$ cat config.mk
export PLATFORM = sky130hd
export DESIGN_NAME = one_wire_byte_master
export DESIGN_NICKNAME = d
export VERILOG_FILES = /design/src/hdl/owbm_pkg.sv /design/src/hdl/owbm_front.sv /design/src/hdl/owbm_queue.sv /design/src/hdl/owbm_back.sv /design/src/hdl/one_wire_byte_master.sv
export SDC_FILE = /design/constraint.sdc
export NUM_CORES = 1
export LEC_CHECK = 0
export ABC_AREA = 1
export BUFFER_PORTS_ARGS = -buffer_cell sky130_fd_sc_hd__clkbuf_2
export CAP_MARGIN = 20
export CORE_MARGIN = 2
export CORE_UTILIZATION = 54
export DETAILED_ROUTE_END_ITERATION = 6
export PLACE_DENSITY_LB_ADDON = 0.1
export SLEW_MARGIN = 20
export SYNTH_ARGS = -nofsm -noshare
export SYNTH_HDL_FRONTEND = slang
export SYNTH_SLANG_ARGS = --single-unit
$ cat constraint.sdc
create_clock -name clk_i -period 3.8 [get_ports clk_i]
set_input_delay 0.38 -clock clk_i [delete_from_list [all_inputs] [get_ports clk_i]]
set_output_delay 0.38 -clock clk_i [all_outputs]
set_load 0.02 [all_outputs]
$ cat src/hdl/owbm_pkg.sv
// ----------------------------------------------------------------------------
// owbm_pkg
// Shared types and constants for the 1-Wire byte master: command codes,
// bus phase codes, register indexes and the records passed between units.
// ----------------------------------------------------------------------------
package owbm_pkg;

  localparam int CMD_W     = 2;
  localparam int BYTE_W    = 8;
  localparam int CFG_W     = 10;
  localparam int CFG_IDX_W = 3;
  localparam int NUM_CFG   = 7;
  localparam int PHASE_W   = 3;
  localparam int BIT_IDX_W = 3;

  // command / active operation codes
  localparam logic [CMD_W-1:0] OP_NONE  = 2'd0;
  localparam logic [CMD_W-1:0] OP_RESET = 2'd1;
  localparam logic [CMD_W-1:0] OP_WRITE = 2'd2;
  localparam logic [CMD_W-1:0] OP_READ  = 2'd3;

  // bus phase codes
  localparam logic [PHASE_W-1:0] PH_IDLE       = 3'd0;
  localparam logic [PHASE_W-1:0] PH_RST_LOW    = 3'd1;
  localparam logic [PHASE_W-1:0] PH_RST_REL    = 3'd2;
  localparam logic [PHASE_W-1:0] PH_SHORT_LOW  = 3'd3;
  localparam logic [PHASE_W-1:0] PH_ZERO_LOW   = 3'd4;
  localparam logic [PHASE_W-1:0] PH_READ_REL   = 3'd5;
  localparam logic [PHASE_W-1:0] PH_READ_RECOV = 3'd6;
  localparam logic [PHASE_W-1:0] PH_ONE_REL    = 3'd7;

  // register indexes
  localparam int CFG_RST_LOW    = 0;
  localparam int CFG_RST_REL    = 1;
  localparam int CFG_SLOT_LOW   = 2;
  localparam int CFG_SAMPLE_DLY = 3;
  localparam int CFG_RECOVERY   = 4;
  localparam int CFG_ONE_REL    = 5;
  localparam int CFG_ZERO_LOW   = 6;

  localparam logic [CFG_W-1:0] CFG_RST_LOW_DEF    = 10'd500;
  localparam logic [CFG_W-1:0] CFG_RST_REL_DEF    = 10'd500;
  localparam logic [CFG_W-1:0] CFG_SLOT_LOW_DEF   = 10'd5;
  localparam logic [CFG_W-1:0] CFG_SAMPLE_DLY_DEF = 10'd5;
  localparam logic [CFG_W-1:0] CFG_RECOVERY_DEF   = 10'd50;
  localparam logic [CFG_W-1:0] CFG_ONE_REL_DEF    = 10'd60;
  localparam logic [CFG_W-1:0] CFG_ZERO_LOW_DEF   = 10'd60;

  typedef logic [NUM_CFG-1:0][CFG_W-1:0] owbm_cfg_t;

  // classified tick as it sits in the queue
  typedef struct packed {
    logic              is_cmd;
    logic [CMD_W-1:0]  op;
    logic [BYTE_W-1:0] wdata;
    logic              bus;
  } owbm_item_t;

  typedef struct packed {
    logic              drive_low;
    logic              busy;
    logic              done;
    logic [BYTE_W-1:0] read_data;
    logic              rejected;
  } owbm_res_t;

endpackage

$ cat src/hdl/owbm_front.sv
// ----------------------------------------------------------------------------
// owbm_front
// Input side: takes one tick per transfer, decodes the command and pushes
// the classified tick into the queue; stalls while the queue is full.
// ----------------------------------------------------------------------------
module owbm_front
  import owbm_pkg::*;
(
  input  logic              in_valid_i,
  output logic              in_stall_o,
  input  logic [CMD_W-1:0]  command_i,
  input  logic [BYTE_W-1:0] write_data_i,
  input  logic              bus_level_i,
  input  logic              q_full_i,
  output logic              q_push_o,
  output owbm_item_t        q_item_o
);

  assign in_stall_o = q_full_i;
  assign q_push_o   = in_valid_i & ~q_full_i;

  always_comb begin
    q_item_o        = '0;
    q_item_o.is_cmd = (command_i != OP_NONE);
    q_item_o.op     = command_i;
    // only a write carries its byte forward
    q_item_o.wdata  = (command_i == OP_WRITE) ? write_data_i : '0;
    q_item_o.bus    = bus_level_i;
  end

endmodule

$ cat src/hdl/owbm_queue.sv
// ----------------------------------------------------------------------------
// owbm_queue
// Short flip-flop queue between the input decode and the bus sequencer.
// ----------------------------------------------------------------------------
module owbm_queue
  import owbm_pkg::*;
#(
  parameter int DEPTH = 2
) (
  input  logic       clk_i,
  input  logic       rst_ni,
  input  logic       push_i,
  input  owbm_item_t item_i,
  output logic       full_o,
  input  logic       pop_i,
  output logic       valid_o,
  output owbm_item_t item_o
);

  localparam int PW = (DEPTH > 1) ? $clog2(DEPTH) : 1;
  localparam int CW = $clog2(DEPTH + 1);
  localparam logic [PW-1:0] LAST = PW'(DEPTH - 1);

  owbm_item_t [DEPTH-1:0] mem_q;
  logic [PW-1:0] wr_ptr_q, wr_ptr_d, rd_ptr_q, rd_ptr_d;
  logic [CW-1:0] count_q, count_d;
  logic          do_push, do_pop;

  assign full_o  = (count_q == CW'(DEPTH));
  assign valid_o = (count_q != '0);
  assign item_o  = mem_q[rd_ptr_q];
  assign do_push = push_i & ~full_o;
  assign do_pop  = pop_i & valid_o;

  always_comb begin
    wr_ptr_d = wr_ptr_q;
    rd_ptr_d = rd_ptr_q;
    count_d  = count_q;
    if (do_push) begin
      wr_ptr_d = (wr_ptr_q == LAST) ? '0 : wr_ptr_q + 1'b1;
    end
    if (do_pop) begin
      rd_ptr_d = (rd_ptr_q == LAST) ? '0 : rd_ptr_q + 1'b1;
    end
    if (do_push && !do_pop) begin
      count_d = count_q + 1'b1;
    end else if (do_pop && !do_push) begin
      count_d = count_q - 1'b1;
    end
  end

  always_ff @(posedge clk_i or negedge rst_ni) begin
    if (!rst_ni) begin
      wr_ptr_q <= '0;
      rd_ptr_q <= '0;
      count_q  <= '0;
    end else begin
      wr_ptr_q <= wr_ptr_d;
      rd_ptr_q <= rd_ptr_d;
      count_q  <= count_d;
    end
  end

  always_ff @(posedge clk_i) begin
    if (do_push) begin
      mem_q[wr_ptr_q] <= item_i;
    end
  end

endmodule

$ cat src/hdl/owbm_back.sv
// ----------------------------------------------------------------------------
// owbm_back
// Bus sequencer: runs the reset, write and read slot phases one tick per
// queued item and holds each tick's result in an output register.
// ----------------------------------------------------------------------------
module owbm_back
  import owbm_pkg::*;
#(
  parameter int TIME_BITS = 10
) (
  input  logic       clk_i,
  input  logic       rst_ni,
  input  owbm_cfg_t  cfg_i,
  input  logic       q_valid_i,
  input  owbm_item_t q_item_i,
  output logic       q_pop_o,
  output logic       out_valid_o,
  input  logic       out_stall_i,
  output owbm_res_t  res_o
);

  localparam int LW = 17;
  localparam logic [LW-1:0] TMAX = LW'((2 ** TIME_BITS) - 1);

  logic [PHASE_W-1:0]   phase_q, phase_d;
  logic [TIME_BITS-1:0] timer_q, timer_d;
  logic [BIT_IDX_W-1:0] bit_q, bit_d;
  logic [BYTE_W-1:0]    sb_q, sb_d;
  logic [CMD_W-1:0]     op_q, op_d;
  logic                 out_valid_q, out_valid_d;
  owbm_res_t            res_q, res_d;
  logic [LW-1:0]        len, tick_cnt;
  logic                 last, slot_end, finish;

  function automatic logic [LW-1:0] phase_len(input logic [PHASE_W-1:0] ph,
                                               input owbm_cfg_t c);
    logic [LW-1:0] v;
    case (ph)
      PH_RST_LOW:    v = LW'(c[CFG_RST_LOW]);
      PH_RST_REL:    v = LW'(c[CFG_RST_REL]);
      PH_SHORT_LOW:  v = LW'(c[CFG_SLOT_LOW]);
      PH_READ_REL:   v = LW'(c[CFG_SAMPLE_DLY]);
      PH_READ_RECOV: v = LW'(c[CFG_RECOVERY]);
      PH_ONE_REL:    v = LW'(c[CFG_ONE_REL]);
      PH_ZERO_LOW:   v = LW'(c[CFG_ZERO_LOW]);
      default:       v = LW'(1);
    endcase
    if (v == '0) begin
      v = LW'(1);
    end
    if (v > TMAX) begin
      v = TMAX;
    end
    return v;
  endfunction

  assign q_pop_o     = q_valid_i & (~out_valid_q | ~out_stall_i);
  assign out_valid_o = out_valid_q;
  assign res_o       = res_q;

  always_comb begin
    phase_d     = phase_q;
    timer_d     = timer_q;
    bit_d       = bit_q;
    sb_d        = sb_q;
    op_d        = op_q;
    res_d       = res_q;
    len         = '0;
    tick_cnt    = '0;
    last        = 1'b0;
    slot_end    = 1'b0;
    finish      = 1'b0;
    out_valid_d = out_valid_q & out_stall_i;

    if (q_pop_o) begin
      out_valid_d = 1'b1;
      res_d       = '0;
      if (phase_q == PH_IDLE) begin
        if (q_item_i.is_cmd) begin
          op_d    = q_item_i.op;
          bit_d   = '0;
          timer_d = '0;
          if (q_item_i.op == OP_RESET) begin
            phase_d = PH_RST_LOW;
          end else begin
            sb_d    = q_item_i.wdata;
            phase_d = (q_item_i.op == OP_WRITE && !q_item_i.wdata[0]) ?
                      PH_ZERO_LOW : PH_SHORT_LOW;
          end
        end
      end else if (q_item_i.is_cmd) begin
        res_d.rejected = 1'b1;
      end

      if (phase_d != PH_IDLE) begin
        res_d.busy      = 1'b1;
        res_d.drive_low = (phase_d == PH_RST_LOW) || (phase_d == PH_SHORT_LOW) ||
                          (phase_d == PH_ZERO_LOW);
        // sample on the first recovery tick
        if (phase_d == PH_READ_RECOV && timer_d == '0) begin
          sb_d = {q_item_i.bus, sb_d[BYTE_W-1:1]};
        end
        len      = phase_len(phase_d, cfg_i);
        tick_cnt = LW'(timer_d) + LW'(1);
        last     = (tick_cnt >= len);
        if (!last) begin
          timer_d = TIME_BITS'(tick_cnt);
        end else begin
          timer_d = '0;
          case (phase_d)
            PH_RST_LOW:   phase_d = PH_RST_REL;
            PH_RST_REL:   finish = 1'b1;
            PH_SHORT_LOW: phase_d = (op_d == OP_READ) ? PH_READ_REL : PH_ONE_REL;
            PH_READ_REL:  phase_d = PH_READ_RECOV;
            default:      slot_end = 1'b1;
          endcase
          if (slot_end) begin
            if (bit_d == '1) begin
              finish = 1'b1;
            end else begin
              bit_d = bit_d + 1'b1;
              if (op_d == OP_WRITE) begin
                sb_d    = sb_d >> 1;
                phase_d = sb_d[0] ? PH_SHORT_LOW : PH_ZERO_LOW;
              end else begin
                phase_d = PH_SHORT_LOW;
              end
            end
          end
          if (finish) begin
            res_d.done = 1'b1;
            if (op_d == OP_READ) begin
              res_d.read_data = sb_d;
            end
            phase_d = PH_IDLE;
            op_d    = OP_NONE;
            bit_d   = '0;
          end
        end
      end
    end
  end

  always_ff @(posedge clk_i or negedge rst_ni) begin
    if (!rst_ni) begin
      phase_q     <= PH_IDLE;
      timer_q     <= '0;
      bit_q       <= '0;
      sb_q        <= '0;
      op_q        <= OP_NONE;
      out_valid_q <= 1'b0;
    end else begin
      phase_q     <= phase_d;
      timer_q     <= timer_d;
      bit_q       <= bit_d;
      sb_q        <= sb_d;
      op_q        <= op_d;
      out_valid_q <= out_valid_d;
    end
  end

  always_ff @(posedge clk_i) begin
    res_q <= res_d;
  end

endmodule

$ cat src/hdl/one_wire_byte_master.sv
// An accepted tick passes the queue, then the sequencer's output register.
// Throughput: one tick per cycle; the sequencer retires one queued tick per
// cycle whenever the output register is free or being taken.
// The two-entry queue and output register absorb output stalls.
// Reset (rst_ni low, asynchronous): bus idle, queue empty, no result pending,
// timing registers back to their defaults.
// ----------------------------------------------------------------------------
// one_wire_byte_master
// 1-Wire bus master stepped one microsecond tick per transfer, with reset,
// write-byte and read-byte commands and a register port for slot timing.
// ----------------------------------------------------------------------------
module one_wire_byte_master
  import owbm_pkg::*;
#(
  parameter int TIME_BITS = 10
) (
  input  logic                 clk_i,
  input  logic                 rst_ni,
  input  logic                 in_valid_i,
  output logic                 in_stall_o,
  input  logic [CMD_W-1:0]     command_i,
  input  logic [BYTE_W-1:0]    write_data_i,
  input  logic                 bus_level_i,
  output logic                 out_valid_o,
  input  logic                 out_stall_i,
  output logic                 drive_low_o,
  output logic                 busy_res_o,
  output logic                 done_res_o,
  output logic [BYTE_W-1:0]    read_data_o,
  output logic                 rejected_o,
  input  logic                 cfg_valid_i,
  output logic                 cfg_ready_o,
  input  logic [CFG_IDX_W-1:0] cfg_index_i,
  input  logic [CFG_W-1:0]     cfg_data_i
);

  owbm_cfg_t  cfg_q;
  owbm_item_t push_item, pop_item;
  owbm_res_t  res;
  logic       q_push, q_full, q_pop, q_valid;

  assign cfg_ready_o = 1'b1;

  // indexes past the last register are dropped
  always_ff @(posedge clk_i or negedge rst_ni) begin
    if (!rst_ni) begin
      cfg_q[CFG_RST_LOW]    <= CFG_RST_LOW_DEF;
      cfg_q[CFG_RST_REL]    <= CFG_RST_REL_DEF;
      cfg_q[CFG_SLOT_LOW]   <= CFG_SLOT_LOW_DEF;
      cfg_q[CFG_SAMPLE_DLY] <= CFG_SAMPLE_DLY_DEF;
      cfg_q[CFG_RECOVERY]   <= CFG_RECOVERY_DEF;
      cfg_q[CFG_ONE_REL]    <= CFG_ONE_REL_DEF;
      cfg_q[CFG_ZERO_LOW]   <= CFG_ZERO_LOW_DEF;
    end else if (cfg_valid_i && cfg_ready_o && (cfg_index_i < CFG_IDX_W'(NUM_CFG))) begin
      cfg_q[cfg_index_i] <= cfg_data_i;
    end
  end

  owbm_front u_front (
    .in_valid_i   (in_valid_i),
    .in_stall_o   (in_stall_o),
    .command_i    (command_i),
    .write_data_i (write_data_i),
    .bus_level_i  (bus_level_i),
    .q_full_i     (q_full),
    .q_push_o     (q_push),
    .q_item_o     (push_item)
  );

  owbm_queue #(
    .DEPTH (2)
  ) u_queue (
    .clk_i   (clk_i),
    .rst_ni  (rst_ni),
    .push_i  (q_push),
    .item_i  (push_item),
    .full_o  (q_full),
    .pop_i   (q_pop),
    .valid_o (q_valid),
    .item_o  (pop_item)
  );

  owbm_back #(
    .TIME_BITS (TIME_BITS)
  ) u_back (
    .clk_i       (clk_i),
    .rst_ni      (rst_ni),
    .cfg_i       (cfg_q),
    .q_valid_i   (q_valid),
    .q_item_i    (pop_item),
    .q_pop_o     (q_pop),
    .out_valid_o (out_valid_o),
    .out_stall_i (out_stall_i),
    .res_o       (res)
  );

  assign drive_low_o = res.drive_low;
  assign busy_res_o  = res.busy;
  assign done_res_o  = res.done;
  assign read_data_o = res.read_data;
  assign rejected_o  = res.rejected;

endmodule

Yosys cells after proc, flatten, opt, wreduce, memory -nomap -nowiden

Cells that the tools add are included.

Flip-flop bits (word level): 137
Input port bits: 29
Logic and storage cells: 170

Add/sub/neg operators: 6
Order comparisons: 8
Equal/unequal tests: 14
Muxes and demuxes: 82
Bitwise logic cells: 9
Reductions and logical operators: 22

Operators with widths:

| cell                                                                               | number |
|---|---|
| 17-bit 2-to-1 mux                                                                  | 8 |
| 8-bit 2-to-1 mux                                                                   | 13 |
| 70-bit bitwise mux                                                                 | 1 |
| 10-bit 2-to-1 mux                                                                  | 7 |
| 10-bit case mux with 7 select lines                                                | 1 |
| 3-bit 2-to-1 mux                                                                   | 20 |
| 12-bit 2-to-1 mux                                                                  | 3 |
| 10-bit demux with 3-bit select                                                     | 1 |
| 24-bit bitwise mux                                                                 | 1 |
| 2-bit 2-to-1 mux                                                                   | 9 |
| 9-bit 2-to-1 mux                                                                   | 2 |
| 17-bit >= comparator                                                               | 1 |
| 17-bit by 10-bit greater-than comparator with 1-bit output (second input constant) | 1 |
| 17-bit zero test                                                                   | 1 |
| 3-bit == test (second input constant)                                              | 5 |
| 1-bit 2-to-1 mux                                                                   | 14 |
| 12-bit demux with 1-bit select                                                     | 1 |
| 10-bit by 1-bit adder with 11-bit output (second input constant)                   | 1 |
| 2-bit == test (second input constant)                                              | 5 |
| 10-bit zero test                                                                   | 1 |
| 3-bit case mux with 3 select lines                                                 | 1 |
| 1-bit logical AND                                                                  | 7 |
| 3-bit by 2-bit == test with 1-bit output (second input constant)                   | 2 |
| 2-bit nonzero test                                                                 | 3 |
| other kinds (21)                                                                   | 32 |

Logic depth before layout (Yosys ltp)

Depth in word-level cells: 32
Depth in mapped cells: 32

By module

A second synthesis with hierarchy kept.

Cell total of the unflattened synthesis: 1022
Area, all modules: 7767.4 µm²

By module, submodules not included:

| module               | instances | cells each | area each (µm²) | sequential area each (µm²) |
|---|---|---|---|---|
| owbm_back            | 1         | 588        | 3678.5          | 1036.0 |
| one_wire_byte_master | 1         | 315        | 2857.7          | 1785.5 |
| owbm_queue           | 1         | 94         | 1117.3          | 820.8 |
| owbm_front           | 1         | 25         | 113.9           | 0.0 |

Worst setup path before layout

No wires, ideal clock.

Kind: reg2reg
Start point: reg u_back.phase_q[0]
End point: reg u_back.res_q, in the netlist u_back.res_o[8], data pin
Library setup time: 0.258 ns
Arrival time: 3.213 ns
Data required time: 3.542 ns
Slack: 0.329 ns
Cell stages (with the launch flop): 29
Cell sequence: dfrtp_1 nor2_2 nand2_4 nor2_4 buf_6 buf_8 nand2_2 nand2_2 nand2_1 nor2_2 nand2_1 and3_1 nand2_1 nor2_1 nand3_1 nand2_1 ha_1 nand3_1 nor2_1 a22oi_1 nand3_1 a21oi_1 nand2_2 nand2_2 clkinv_2 nand2_2 inv_2 nand2_4 a21oi_1

Word-level cells in the longest chain between the ends: 17
Elaborated cells on any way between the ends: 55

RTL lines:

| item                                                       | line                             | text |
|---|---|---|
| from (decl)                                                | owbm_back.sv:25                  | `logic [PHASE_W-1:0] phase_q, phase_d;` |
| from (signal assigned)                                     | owbm_back.sv:153                 | `phase_q <= phase_d;` |
| 3-bit zero test or 3-bit 2-to-1 mux (tied branches)        | owbm_back.sv:78, owbm_back.sv:79 |  |
| 3-bit 2-to-1 mux                                           | owbm_back.sv:78                  | `if (phase_q == PH_IDLE) begin` |
| 3-bit 2-to-1 mux                                           | owbm_back.sv:75                  | `if (q_pop_o) begin` |
| 3-bit == test, or another cell as far along                | owbm_back.sv:38                  | `case (ph)` |
| 10-bit case mux with 7 select lines                        | owbm_back.sv:38                  |  |
| 17-bit 2-to-1 mux                                          | owbm_back.sv:95                  | `if (phase_d != PH_IDLE) begin` |
| 17-bit 2-to-1 mux                                          | owbm_back.sv:75                  |  |
| 17-bit zero test                                           | owbm_back.sv:48                  | `if (v == '0) begin` |
| 17-bit 2-to-1 mux                                          | owbm_back.sv:48                  |  |
| 17-bit 2-to-1 mux                                          | owbm_back.sv:95                  |  |
| 17-bit 2-to-1 mux                                          | owbm_back.sv:75                  |  |
| 17-bit by 10-bit greater-than comparator with 1-bit output | owbm_back.sv:51                  | `if (v > TMAX) begin` |
| 17-bit 2-to-1 mux                                          | owbm_back.sv:51                  |  |
| 17-bit 2-to-1 mux                                          | owbm_back.sv:95                  |  |
| 17-bit 2-to-1 mux                                          | owbm_back.sv:75                  |  |
| 17-bit >= comparator                                       | owbm_back.sv:105                 | `last = (tick_cnt >= len);` |
| 4-bit AND reduction (no line)                              | --                               |  |
| to (signal assigned)                                       | owbm_back.sv:163                 | `res_q <= res_d;` |
| to (decl)                                                  | owbm_back.sv:31                  | `owbm_res_t res_q, res_d;` |

Several ways; a longest one is shown, not always the timed one. The select of a mux whose other input is x is not followed.
A chain may end at the register's enable or synchronous reset.

Worst setup path after layout

Start point: reg u_queue.rd_ptr_q
End point: reg u_back.res_q, in the netlist u_back.res_o[8], data pin

Word-level cells in the longest chain between the ends: 23
Elaborated cells on any way between the ends: 67

RTL lines:

| item                                                       | line             | text |
|---|---|---|
| from (decl)                                                | owbm_queue.sv:25 | `logic [PW-1:0] wr_ptr_q, wr_ptr_d, rd_ptr_q, rd_ptr_d;` |
| from (signal assigned)                                     | owbm_queue.sv:59 | `rd_ptr_q <= rd_ptr_d;` |
| 12-bit 2-to-1 mux (not written as such) * (2 in series)    | owbm_queue.sv:31 | `assign item_o = mem_q[rd_ptr_q];` |
| 2-bit == test or 1-bit zero test (tied branches)           | owbm_back.sv:87  | `phase_d = (q_item_i.op == OP_WRITE && !q_item_i.wdata[0]) ?` |
| 1-bit logical AND                                          | owbm_back.sv:87  |  |
| 3-bit 2-to-1 mux                                           | owbm_back.sv:87  |  |
| 3-bit 2-to-1 mux                                           | owbm_back.sv:83  | `if (q_item_i.op == OP_RESET) begin` |
| 3-bit 2-to-1 mux                                           | owbm_back.sv:79  | `if (q_item_i.is_cmd) begin` |
| 3-bit 2-to-1 mux                                           | owbm_back.sv:78  |  |
| 3-bit 2-to-1 mux                                           | owbm_back.sv:75  |  |
| (+6 left out)                                              | --               |  |
| 17-bit 2-to-1 mux                                          | owbm_back.sv:95  |  |
| 17-bit 2-to-1 mux                                          | owbm_back.sv:75  |  |
| 17-bit by 10-bit greater-than comparator with 1-bit output | owbm_back.sv:51  |  |
| 17-bit 2-to-1 mux                                          | owbm_back.sv:51  |  |
| 17-bit 2-to-1 mux                                          | owbm_back.sv:95  |  |
| 17-bit 2-to-1 mux                                          | owbm_back.sv:75  |  |
| 17-bit >= comparator                                       | owbm_back.sv:105 |  |
| 4-bit AND reduction (no line)                              | --               |  |

Every way passes the cells marked *; elsewhere a longest branch is shown, timed or not. The select of a mux whose other input is x is not followed.

==> impl_metrics.yaml <==
critical_path:
  path_class: "flip-flop to flip-flop"
  slowest_stage: "dfrtp_2"
  worst_setup_path_end_kind: "flip-flop"
  path_delay_family: "simple AND/OR/NAND/NOR gates"
  cp_num_buf_inv: 5
  max_stage_delay_ps: 470
  crit_required_ps: 3980
  cp-start-kind: "flip-flop"
  critPathMaxFanout: 8
  crit_arrival_ps: 3820
clock_tree:
  cts_tree: "done"
  clock_tree.root_cell: "clkbuf_16"
  cts_hold_buf: 0
  path_clk_slew_ps: 60
  clkSinkCount: 137
  clockBufferDepth: 2
  cts_buffers: 17
  insertion_delay_ps: 430
  cts_max_level: 4
pwr:
  powerDensity_nw_per_um2: 971
  power_mw: 8.71
  p_leak_nw: 4.33
  ir_drop_mv: 0.512
global_route:
  grt_max_degree: 52
  grt_pass1_vias: 5821
  antenna_found_initial: 0
  grt_first_pass_wirelength_microns: 30000
  grt_usage_pct: 26.7
  grt-ovfl-total: 0
synth:
  synth_top_area_share_pct: 25.4
  yosysWarnings: 0
  synth_xor_area_share_pct: 1.08
  syn-num-nets: 960
  synth_top_family_by_area: "simple AND/OR/NAND/NOR gates"
  synthTopCellsByArea: "dfrtp_1, edfxtp_1, nand2_1"
  synthAdderAreaFrac_pct: 2.40
  synth_edf_count: 36
  async_reset_ff_share_pct: 73.7
  ys_seq_elements: 137
  muxShareOfSynthArea_pct: 0
  synth-simple-area-share_pct: 30.1
  ys_types: 46
  ys.flop_type: "dfrtp_1"
  synth_area_sq_um: 7300
  seq_area_frac_synth_pct: 49.9
  synth_compound_area_share_pct: 9.12
  synth_largest_area_cell: "dfrtp_1"
  syn_avg_cell_area_sq_um: 7.96
  netlist_instances: 917
floorplan:
  dieArea_sq_um: 14500
  coreArea_sq_um: 13200
  die_h_microns: 120
  initial_core_util_pct: 55.1
  io_pins: 44
  die_x_microns: 120
  core.rowCount: 42
hold_path:
  hp-class: "primary input to async pin"
cells_and_area:
  antenna_cells: 0
  area_growth_pct: 22.9
  nFillCells: 1133
  fin_area_sq_um: 8970
  layout.nets: 1055
  layout-drive-gt1-share_pct: 25.1
  final_cells: 1201
route:
  wl_per_cell_microns: 16.0
  drt_wl_total_microns: 19200
  drc: 0
  ant_nets: 0
  drtPass1Iterations: 5
  vias_per_cell: 5.41
  drtIter0Drc: 513
  num_vias: 6501
timing:
  fin_skew_ps: 7.74
  max_slew.worst_pin.slew_ps: 1020
  relSlewSlack_pct: 31.7
  period_minus_slack_ps: 3640
  timing.fmax_ghz: 0.275
  hold_viol_final: 2
  slew_violations: 0
  finalSetupViolCount: 0
  min_period_over_period_pct: 95.8
  hold_slack_ps: -0.152
run_status:
  status: "complete, but fails checks"
  violations: "negative hold slack"
place:
  dp_cells: 1144
  io_buffers: 42
  dpl_cell_area_sq_um: 7880
  hpwl_microns: 12600
  routabilityCongestion: 0.895
flow_run:
  cap_viol_max_count: 0
-- routing by layer --
layer,share of wire [%],track usage [%],vias to the layer above
li1,-,-,3191
met1,46,40.3,3041
met2,45,39.3,243
met3,7.2,5.42,26
met4,1.4,7.41,0
met5,0,0,-
-- cell usage after synthesis, types with 2 or more instances --
library cell / instances
nor3_2: 2
o21ai_0: 95
nor2_2: 6
and3_1: 2
nor2_1: 74
or2_2: 2
nand2_1: 270
dfrtp_1: 74
nand4_1: 20
a31oi_1: 2
nor3_1: 2
a21oi_1: 13
nand3_1: 92
clkinv_1: 2
inv_2: 9
clkbuf_1: 18
xor2_1: 6
ha_1: 14
nand3_2: 2
o21ai_1: 6
nand2_4: 3
and2_1: 2
nand2_2: 12
buf_2: 9
edfxtp_1: 36
xnor2_1: 3
nor2_4: 4
dfstp_2: 27
inv_1: 91
o22ai_1: 3
-- sequential cells by signal, indices dropped and copies added, names as in the netlist, 2 cells and up --
| name | count |
|---|---|
| u_back.timer_q | 10 |
| u_queue.mem_q | 24 |
| u_back.res_o | 12 |
| u_back.sb_q | 8 |
| u_back.op_q | 2 |
| u_back.bit_q | 3 |
| u_queue.count_q | 2 |
| u_back.phase_q | 3 |
| cfg_q | 70 |
-- worst reg2reg max path: cells and delay by family, from the launching register on --
kind | cells | cell delay, ps
buffers and inverters | 5 | 500
AOI/OAI and AO/OA | 3 | 360
DFF | 1 | 470
and+or+nand+nor | 21 | 1820
adders and majority gates | 1 | 240
-- worst paths after layout --
kind                                   from           endpoint  slack (ps)  cells after the start
min                                  rst_ni     u_back.sb_q[3]        -0.2                      1
min in group clk_i              bus_level_i  u_queue.mem_q[12]         150                      1
min reg2reg                       cfg_q[26]          cfg_q[26]         480                      2
max reg2reg                u_queue.rd_ptr_q    u_back.res_o[8]         160                     30
max                        u_queue.rd_ptr_q    u_back.res_o[8]         160                     30
max in group asynchronous            rst_ni          cfg_q[45]        2930                      2
-- placed cells by master, fill, tap and decap left out, types with 6 or more instances in the layout --
master / count
a21oi_1: 12
buf_4: 50
buf_6: 12
clkbuf_16: 19
clkbuf_2: 41
dfrtp_1: 72
dfstp_2: 27
edfxtp_1: 36
ha_1: 12
inv_1: 87
inv_2: 10
nand2_1: 256
nand2_2: 19
nand2_4: 9
nand3_1: 87
nand4_1: 20
nor2_1: 55
nor2_2: 20
nor2_4: 9
o21ai_0: 95
o21ai_1: 6
xor2_1: 6
-- layout make-up --
class | count | area (sq um) | share of cell area [%]
Tap cell | 176 | 220 | 2.46
Multi-Input combinational cell | 647 | 3340 | 37.3
Sequential cell | 137 | 3640 | 40.6
Inverter | 103 | 397 | 4.42
Timing Repair Buffer | 106 | 766 | 8.54
Clock buffer | 22 | 495 | 5.52
Clock inverter | 10 | 104 | 1.16
-- kinds of logic after synthesis --
logic type                 Yosys count
buffers and inverters              133
other                                1
DFF                                137
adders and majority gates           14
AOI/OAI and AO/OA                  127
xor gates and xnor gates             9
and+or+nand+nor                    496
-- repair_timing --
action,in CTS,in global routing
endpoints found under the hold margin,0,0
cloned,0,2
endpoints found under the setup margin,13,35
buffers inserted,0,24
gates resized for setup,1,83
pin swaps,0,39
-- per-stage QoR --
step	setup WS (ps)	util [%]	hold slack [ps]	setup TNS, ps
CTS	10.0	64.0	14.7	0
finish	161	67.7	-0.152	0
global route	-80.0	67.7	37.0	-1040
global placement	2.41	59.5	465	0
floorplan	329	-	84.4	0
detailed placement	-47.0	59.5	459	-483
-- report_power, final --
group	switching [mW]	total, mW	internal, mW
Clock	0.664	1.67	1.00
Combinational	3.01	4.84	1.82
Sequential	0.217	2.20	1.98
(Power assumes the default switching activity.)
